File: src/sv/smv_pkg.sv
// Shared types and constants for the syndrome matrix-vector block.
package smv_pkg;

  // Input opcodes
  localparam logic [1:0] OP_LOAD    = 2'd0;
  localparam logic [1:0] OP_MATRIX  = 2'd1;
  localparam logic [1:0] OP_RESTART = 2'd2;

  // Configuration register indexes
  localparam logic [1:0] CFG_MODULUS    = 2'd0;
  localparam logic [1:0] CFG_ROW_LENGTH = 2'd1;
  localparam logic [1:0] CFG_ROW_COUNT  = 2'd2;

  localparam logic [15:0] MODULUS_RESET    = 16'd127;
  localparam logic [8:0]  ROW_LENGTH_RESET = 9'd127;
  localparam logic [8:0]  ROW_COUNT_RESET  = 9'd51;
  localparam logic [8:0]  ROW_LIMIT        = 9'd256;

  // Remainder unit: one dividend bit per cycle
  localparam int REM_STEPS = 32;
  localparam int REM_CNT_W = 5;

  typedef struct packed {
    logic [1:0]  opcode;
    logic [15:0] element_value;
    logic [7:0]  load_index;
  } in_item_t;

  typedef struct packed {
    logic [15:0] syndrome_value;
    logic [7:0]  row_index;
    logic        last_row;
  } out_item_t;

  typedef enum logic [2:0] {
    ST_IDLE,
    ST_WRAP,
    ST_MUL,
    ST_ACC,
    ST_REDUCE,
    ST_EMIT
  } state_t;

endpackage

File: src/sv/smv_store.sv
// Error-vector store: one write port, one registered read port.
module smv_store #(
  parameter int DEPTH = 256
) (
  input  logic                     clk,
  input  logic                     wr_en,
  input  logic [$clog2(DEPTH)-1:0] wr_addr,
  input  logic [15:0]              wr_data,
  input  logic [$clog2(DEPTH)-1:0] rd_addr,
  output logic [15:0]              rd_data
);

  logic [15:0] mem [DEPTH];

  always_ff @(posedge clk) begin
    if (wr_en) begin
      mem[wr_addr] <= wr_data;
    end
  end

  always_ff @(posedge clk) begin
    rd_data <= mem[rd_addr];
  end

endmodule

File: src/sv/smv_rem.sv
// Shared bit-serial remainder unit, restoring compare and subtract.
module smv_rem
  import smv_pkg::*;
(
  input  logic        clk,
  input  logic        rst,
  input  logic        start,
  input  logic [31:0] dividend,
  input  logic [15:0] divisor,
  output logic        done,
  output logic [15:0] remainder
);

  logic                 active;
  logic [REM_CNT_W-1:0] cnt;
  logic [31:0]          dvd;
  logic [15:0]          dsr;
  logic [15:0]          rem;
  logic [16:0]          trial;
  logic                 fits;
  logic [15:0]          rem_next;

  assign trial     = {rem, dvd[31]};
  assign fits      = trial >= {1'b0, dsr};
  assign rem_next  = fits ? 16'(trial - {1'b0, dsr}) : trial[15:0];
  assign remainder = rem;

  always_ff @(posedge clk) begin
    if (rst) begin
      active <= 1'b0;
      done   <= 1'b0;
      cnt    <= '0;
    end else begin
      done <= 1'b0;
      if (start) begin
        active <= 1'b1;
        cnt    <= '0;
      end else if (active) begin
        cnt <= cnt + 1'b1;
        if (cnt == REM_CNT_W'(REM_STEPS - 1)) begin
          active <= 1'b0;
          done   <= 1'b1;
        end
      end
    end
  end

  always_ff @(posedge clk) begin
    if (start) begin
      dvd <= dividend;
      dsr <= divisor;
      rem <= '0;
    end else if (active) begin
      rem <= rem_next;
      dvd <= {dvd[30:0], 1'b0};
    end
  end

endmodule

File: src/sv/syndrome_matvec_mod_top.sv
// Top level: syndrome s = H*e mod z, one shared bit-serial remainder unit; ready only in idle.
// Load, restart and unused opcodes are taken in idle; a load index past the store first wraps in ST_WRAP.
// Matrix transfer inside a row: accept, multiply, accumulate. Last column of a row: then the
// bit-serial reduction (skipped with modulus zero) and the emit, which waits out an output stall.
// Sync active-high reset clears counters, accumulator, output valid; config reloads defaults.
module syndrome_matvec_mod_top
  import smv_pkg::*;
#(
  parameter int MAX_LENGTH = 256
) (
  input  logic        clk,
  input  logic        rst,
  input  logic        in_valid,
  output logic        in_ready,
  input  in_item_t    in_data,
  output logic        out_valid,
  input  logic        out_ready,
  output out_item_t   out_data,
  input  logic        cfg_valid,
  output logic        cfg_ready,
  input  logic [1:0]  cfg_index,
  input  logic [15:0] cfg_data
);

  // Store address width and a compare width that holds MAX_LENGTH and the 9-bit registers.
  localparam int AW = $clog2(MAX_LENGTH);
  localparam int CW = (AW + 1 > 9) ? AW + 1 : 9;

  state_t state, state_next;

  // Configuration registers
  logic [15:0] modulus;
  logic [8:0]  row_length;
  logic [8:0]  row_count;

  // Working state
  logic [AW-1:0] col;
  logic [7:0]    row;
  logic [31:0]   acc;
  logic [15:0]   val;
  logic [31:0]   product;
  logic [15:0]   result;
  logic [7:0]    wrap_idx;

  // Store and remainder unit hookup
  logic          wr_en;
  logic [AW-1:0] wr_addr;
  logic [15:0]   wr_data;
  logic [15:0]   rd_data;
  logic          rem_start;
  logic [31:0]   rem_dividend;
  logic [15:0]   rem_divisor;
  logic          rem_done;
  logic [15:0]   rem_value;

  logic          accept;
  logic          need_wrap;
  logic          wrap_fit;
  logic [CW-1:0] len;
  logic [8:0]    rows;
  logic          row_end;
  logic          last;
  logic [31:0]   acc_sum;
  logic          emit_fire;

  assign cfg_ready = 1'b1;
  assign accept    = in_valid && in_ready;

  // Index beyond the store wraps modulo MAX_LENGTH by one compare and subtract per cycle.
  assign need_wrap = CW'(in_data.load_index) >= CW'(MAX_LENGTH);
  assign wrap_fit  = CW'(wrap_idx) < CW'(MAX_LENGTH);

  // Clamp row length to 1..MAX_LENGTH and row count to 1..256.
  always_comb begin
    len = CW'(row_length);
    if (row_length == '0) begin
      len = CW'(1);
    end else if (CW'(row_length) > CW'(MAX_LENGTH)) begin
      len = CW'(MAX_LENGTH);
    end
    rows = row_count;
    if (row_count == '0) begin
      rows = 9'd1;
    end else if (row_count > ROW_LIMIT) begin
      rows = ROW_LIMIT;
    end
  end

  assign row_end   = !((CW'(col) + CW'(1)) < len);
  assign last      = (9'(row) + 9'd1) >= rows;
  assign acc_sum   = acc + product;
  assign emit_fire = (state == ST_EMIT) && (!out_valid || out_ready);

  // Next state
  always_comb begin
    state_next = state;
    unique case (state)
      ST_IDLE: begin
        if (in_valid) begin
          if (in_data.opcode == OP_LOAD && need_wrap) begin
            state_next = ST_WRAP;
          end else if (in_data.opcode == OP_MATRIX) begin
            state_next = ST_MUL;
          end
        end
      end
      ST_WRAP: begin
        if (wrap_fit) begin
          state_next = ST_IDLE;
        end
      end
      ST_MUL: state_next = ST_ACC;
      ST_ACC: begin
        if (!row_end) begin
          state_next = ST_IDLE;
        end else if (modulus == '0) begin
          state_next = ST_EMIT;
        end else begin
          state_next = ST_REDUCE;
        end
      end
      ST_REDUCE: begin
        if (rem_done) begin
          state_next = ST_EMIT;
        end
      end
      ST_EMIT: begin
        if (!out_valid || out_ready) begin
          state_next = ST_IDLE;
        end
      end
      default: state_next = ST_IDLE;
    endcase
  end

  // Sequencer outputs
  always_comb begin
    in_ready     = 1'b0;
    wr_en        = 1'b0;
    wr_addr      = AW'(in_data.load_index);
    wr_data      = in_data.element_value;
    rem_start    = 1'b0;
    rem_dividend = acc_sum;
    rem_divisor  = modulus;
    unique case (state)
      ST_IDLE: begin
        in_ready = 1'b1;
        wr_en    = in_valid && in_data.opcode == OP_LOAD && !need_wrap;
      end
      ST_WRAP: begin
        wr_en   = wrap_fit;
        wr_addr = AW'(wrap_idx);
        wr_data = val;
      end
      ST_ACC: begin
        rem_start = row_end && modulus != '0;
      end
      ST_MUL, ST_REDUCE, ST_EMIT: begin
      end
      default: begin
      end
    endcase
  end

  always_ff @(posedge clk) begin
    if (rst) begin
      state <= ST_IDLE;
    end else begin
      state <= state_next;
    end
  end

  // Configuration writes; indexes past the list are dropped.
  always_ff @(posedge clk) begin
    if (rst) begin
      modulus    <= MODULUS_RESET;
      row_length <= ROW_LENGTH_RESET;
      row_count  <= ROW_COUNT_RESET;
    end else if (cfg_valid && cfg_ready) begin
      unique case (cfg_index)
        CFG_MODULUS:    modulus    <= cfg_data;
        CFG_ROW_LENGTH: row_length <= cfg_data[8:0];
        CFG_ROW_COUNT:  row_count  <= cfg_data[8:0];
        default: begin
        end
      endcase
    end
  end

  // Counters, accumulator and output register
  always_ff @(posedge clk) begin
    if (rst) begin
      col       <= '0;
      row       <= '0;
      acc       <= '0;
      out_valid <= 1'b0;
    end else begin
      if (accept && in_data.opcode == OP_RESTART) begin
        col <= '0;
        row <= '0;
        acc <= '0;
      end
      if (state == ST_ACC) begin
        if (row_end) begin
          col <= '0;
          acc <= '0;
        end else begin
          col <= col + 1'b1;
          acc <= acc_sum;
        end
      end
      if (emit_fire) begin
        out_valid <= 1'b1;
        row       <= last ? 8'd0 : row + 8'd1;
      end else if (out_ready) begin
        out_valid <= 1'b0;
      end
    end
  end

  // Payload registers
  always_ff @(posedge clk) begin
    if (accept) begin
      val      <= in_data.element_value;
      wrap_idx <= in_data.load_index;
    end else if (state == ST_WRAP && !wrap_fit) begin
      wrap_idx <= 8'(CW'(wrap_idx) - CW'(MAX_LENGTH));
    end
    if (state == ST_MUL) begin
      product <= 32'(val) * 32'(rd_data);
    end
    if (state == ST_ACC) begin
      result <= acc_sum[15:0];
    end else if (state == ST_REDUCE && rem_done) begin
      result <= rem_value;
    end
    if (emit_fire) begin
      out_data.syndrome_value <= result;
      out_data.row_index      <= row;
      out_data.last_row       <= last;
    end
  end

  smv_store #(
    .DEPTH(MAX_LENGTH)
  ) u_store (
    .clk     (clk),
    .wr_en   (wr_en),
    .wr_addr (wr_addr),
    .wr_data (wr_data),
    .rd_addr (col),
    .rd_data (rd_data)
  );

  smv_rem u_rem (
    .clk       (clk),
    .rst       (rst),
    .start     (rem_start),
    .dividend  (rem_dividend),
    .divisor   (rem_divisor),
    .done      (rem_done),
    .remainder (rem_value)
  );

endmodule

File: config.mk
export PLATFORM = sky130hd
export DESIGN_NAME = syndrome_matvec_mod_top
export DESIGN_NICKNAME = d
export VERILOG_FILES = /design/src/sv/smv_pkg.sv /design/src/sv/smv_store.sv /design/src/sv/smv_rem.sv /design/src/sv/syndrome_matvec_mod_top.sv
export SDC_FILE = /design/constraint.sdc
export NUM_CORES = 2
export LEC_CHECK = 0
export BUFFER_PORTS_ARGS = -buffer_cell sky130_fd_sc_hd__buf_4
export CORE_MARGIN = 10
export CORE_UTILIZATION = 45
export CTS_BUF_LIST = sky130_fd_sc_hd__clkbuf_8
export DETAILED_ROUTE_END_ITERATION = 12
export GPL_TIMING_DRIVEN = 0
export PLACE_DENSITY_LB_ADDON = 0.05
export SYNTH_ARGS = -nofsm -noshare
export SYNTH_HDL_FRONTEND = slang
export SYNTH_SLANG_ARGS = --single-unit
File: constraint.sdc
create_clock -name clk -period 8.4 [get_ports clk]
set_input_delay 0.42 -clock clk [delete_from_list [all_inputs] [get_ports clk]]
set_output_delay 0.42 -clock clk [all_outputs]
set_load 0.03 [all_outputs]
==> key figures <==
Status
  – Status: complete, no violations

Layout
  – Fillers: 31234
  – Nets: 10120
  – Reg area: 0.1299 sq mm
  – Area of the multi-input gates: 0.04599 sq mm
  – Post-Layout Cell Count: 15504
  – Layout area overhead: 15.92%
  – Share of layout cells above drive strength 1: 0.3011

Pwr
  – Clk network pwr share: 0.376
  – P per Cell Area: 221.8 mW/mm^2
  – Max VDD drop: 0.0002210 V
  – Int Power: 0.03440 W
  – P_sw: 0.01133 W
  – Leakage: roughly 66 nW
  – Flop pwr share: 0.531
  – Sw Share: 0.2478
  – Combinational share of power: 0.094

CTS
  – Post-CTS Setup Bufs: 0
  – Clock buffers created by TritonCTS: just over 700
  – Clock Path Buffers: 4
  – Clk Latency, worst-skew pair: between 1000 and 1500 ps
  – Hold Buf Count CTS: roughly 110
  – CTS tree: built
  – H-tree Lvls: 6
  – Clk slew on worst S/H paths: 60 ps
  – Clock sink count: 4366
  – Clock root cell: clkbuf_8
  – PostCTS Resize Cnt: 0

Route
  – DRT Pass-1 Iters: 6
  – Post-Route WL: 521200 microns
  – Antenna Nets Post-Route: 0
  – DRT iter0 DRCs: about 9600
  – Average wire per standard cell: around 34 microns
  – Via count: 90862
  – DR DRC count: 0
  – Vias per cell: between 5 and 6

Logic synthesis
  – Synth warnings: 0
  – Synth Register Bits: 4366
  – Avg Cell Area, Syn: 21.00 sq um
  – Post-Syn Nets: 8884
  – Async S/R FF share, synth: 0
  – Synth cell types: 72
  – Mapped cell area: 0.1778 sq mm
  – Sequential fraction of the synthesis area: 0.7302
  – Post-synth EDFFs: 4241
  – Mapped Cells: 8467
  – Most used DFF post-synth: edfxtp_1

Setup path
  – Largest fanout on the critical path: 32
  – Startpoint Class: flop
  – Critical Path AT: 8690 ps
  – Critical path type: flop to flop
  – Req. time, crit path: 9200 ps
  – Crit. End Element: flop

Timing
  – RSZ-0062 raised after global routing: no
  – Fin worst setup slack: 510.6 ps
  – Final setup fails: 0
  – Worst Skew: approximately 80 ps
  – Slew Viols, Final: 0
  – Final Hold Viols: 0
  – Relative slew slack: 0.01689
  – Fin crit share: 0.9392
  – Least-Margin Pin Slew: roughly 1500 ps
  – Crit path time final: around 7900 ps
  – Fmax: 126.8 MHz
  – Final TNS setup: 0 ps

Global route
  – First-pass GRT wire length: 730000 microns
  – M2 GR Usage: 0.4002
  – GRT Resource Usage Total: 0.2431
  – GR Util met1: 0.3326
  – GRT Max-Usage Layer: met2
  – Number of global-route vias before repair: ~94000
  – GR Overflow Total: 0
  – Largest net degree at the start of global routing: 85
  – Antenna violations before repair: 45
  – Met3 usage: 0.04189

Placed design
  – Inst Count DP: 14097
  – IO buf count: 75
  – DP HPWL: 359700 microns
  – Routability cong.: between 0.8 and 0.9
  – DP Worst Slack: 40.35 ps

Die
  – Initial Util: 0.4524
  – Cell row count: 230
  – Die width: 648.6 microns
  – # IOs: between 70 and 80
  – Die area: between 0.4 and 0.5 sq mm
  – Core area: 0.3931 sq mm
  – Die height: 648.6 microns

Flow run
  – Max-cap viol count: 0

Worst hold path
  – Worst Hold Class: input port to flop
worst max-delay path, cell delays in order, from the launching register on:
cell      delay, ps
dfxtp_1         320
clkbuf_1        990
clkbuf_2        780
clkbuf_1        560
clkbuf_1        910
nand3_1         260
xnor2_1         330
ha_1            310
and4_1          200
o311a_1         120
a211oi_1        420
o21ai_1         390
nand2_1         340
clkbuf_1        420
clkbuf_1        480
nand2_2         580
flip-flops by register name, indices dropped and copies added (netlist names), 3 cells and up:
signal,cells
acc,32
col,8
modulus,16
out_data,25
product,32
result,16
row,8
row_count,9
row_length,9
state,3
u_rem.cnt,5
u_rem.dsr,16
u_rem.dvd,32
u_rem.remainder,16
u_store.mem,4096
u_store.rd_data,16
val,16
wrap_idx,8
logic make-up after synthesis:
group,Yosys count,synth area share
AND/OR/NAND/NOR,1119,0.02869
buffers and inverters,710,0.01571
adder cells (fa/ha/maj),368,0.03416
other,1,0.00002109
flip-flops,4366,0.7302
AO/OA/AOI/OAI,421,0.01551
multiplexers,1405,0.1719
XOR/XNOR,77,0.003792
metal layers:
layer	wire (microns)	up-vias	share of wire
met2	255400	3509	0.49
met5	61	-	0.00012
met3	34170	828	0.066
met1	214100	49196	0.41
met4	17490	8	0.034
li1	-	37321	-
cells in the mapped netlist (24+ instances only):
cell	number	area (sq um)
inv_1	275	1032
buf_1	58	217.7
ha_1	172	2152
o22ai_1	33	206.5
edfxtp_1	4241	127400
a21oi_1	114	570.6
clkbuf_1	278	1044
xor2_1	24	210.2
nor3_1	31	155.2
nand3b_1	36	270.3
o21ai_0	83	415.4
a21o_1	31	232.7
nand3_1	35	175.2
nand2_1	417	1565
fa_1	196	3924
mux4_2	1312	29550
mux2_2	77	867.1
xnor2_1	53	464.2
buf_2	94	470.5
dfxtp_1	125	2502
nand2b_1	29	181.4
nor2_1	343	1287
and2_1	122	763.2
path summary, 6_finish.rpt:
path	cells past startpoint	end	startpoint	slack, ps
worst max-delay path	15	u_rem.dvd[6]	col[3]	510
worst min register to register	0	out_data[17]	result[8]	420
worst max register to register	15	u_rem.dvd[6]	col[3]	510
worst min-delay path	2	wrap_idx[4]	in_data[4]	160
area by class of cell:
| cell class | instances | share of cell area |
|---|---|---|
| antenna | 25 | 0.0003035 |
| clock inverter | 539 | 0.01374 |
| inverter | 277 | 0.005044 |
| sequential | 4366 | 0.6299 |
| tap | 5220 | 0.03168 |
| timing repair buffer | 516 | 0.03827 |
| multi-input combinational | 3391 | 0.2231 |
| buffer | 433 | 0.008740 |
| clock buffer | 737 | 0.04921 |
cells in the final DEF (no fill, tap or decap), types with 35 or more instances in the layout:
master,Yosys,layout
a21oi_1,114,114
and2_1,122,122
buf_1,58,51
buf_16,0,100
buf_2,94,99
buf_4,3,82
buf_8,0,197
clkbuf_1,278,247
clkbuf_8,0,737
clkinv_1,2,180
clkinv_2,0,56
dfxtp_1,125,125
dlygate4sd3_1,0,105
edfxtp_1,4241,4241
fa_1,196,196
ha_1,172,172
inv_1,275,510
mux2_2,77,77
mux4_2,1312,1312
nand2_1,417,399
nand3_1,35,35
nand3b_1,36,36
nor2_1,343,85
nor2_2,0,257
o21ai_0,83,81
xnor2_1,53,53
power groups by stage:
stage | registers (W) | logic [W] | clock network [W]
global placement | 0.0250 | 0.00402 | 0
global route | 0.0243 | 0.00483 | 0.0186
finish | 0.0243 | 0.00429 | 0.0172
detailed placement | 0.0247 | 0.00424 | 0
floorplan | 0.0248 | 0.00290 | 0
CTS | 0.0243 | 0.00430 | 0.0176
stage by stage:
step                hold WS [ps]  utilization  total power (W)  instance area (sq um)
floorplan                  400.3            -          0.02770                 177800
global placement           413.2       0.4704          0.02907                 184900
detailed placement         412.0       0.4885          0.02895                 192000
CTS                        42.77       0.5242          0.04613                 206000
global route               81.01       0.5243          0.04764                 206100
finish                     161.4       0.5244          0.04573                 206100
Note: power is estimated with default switching activity, not from simulation.
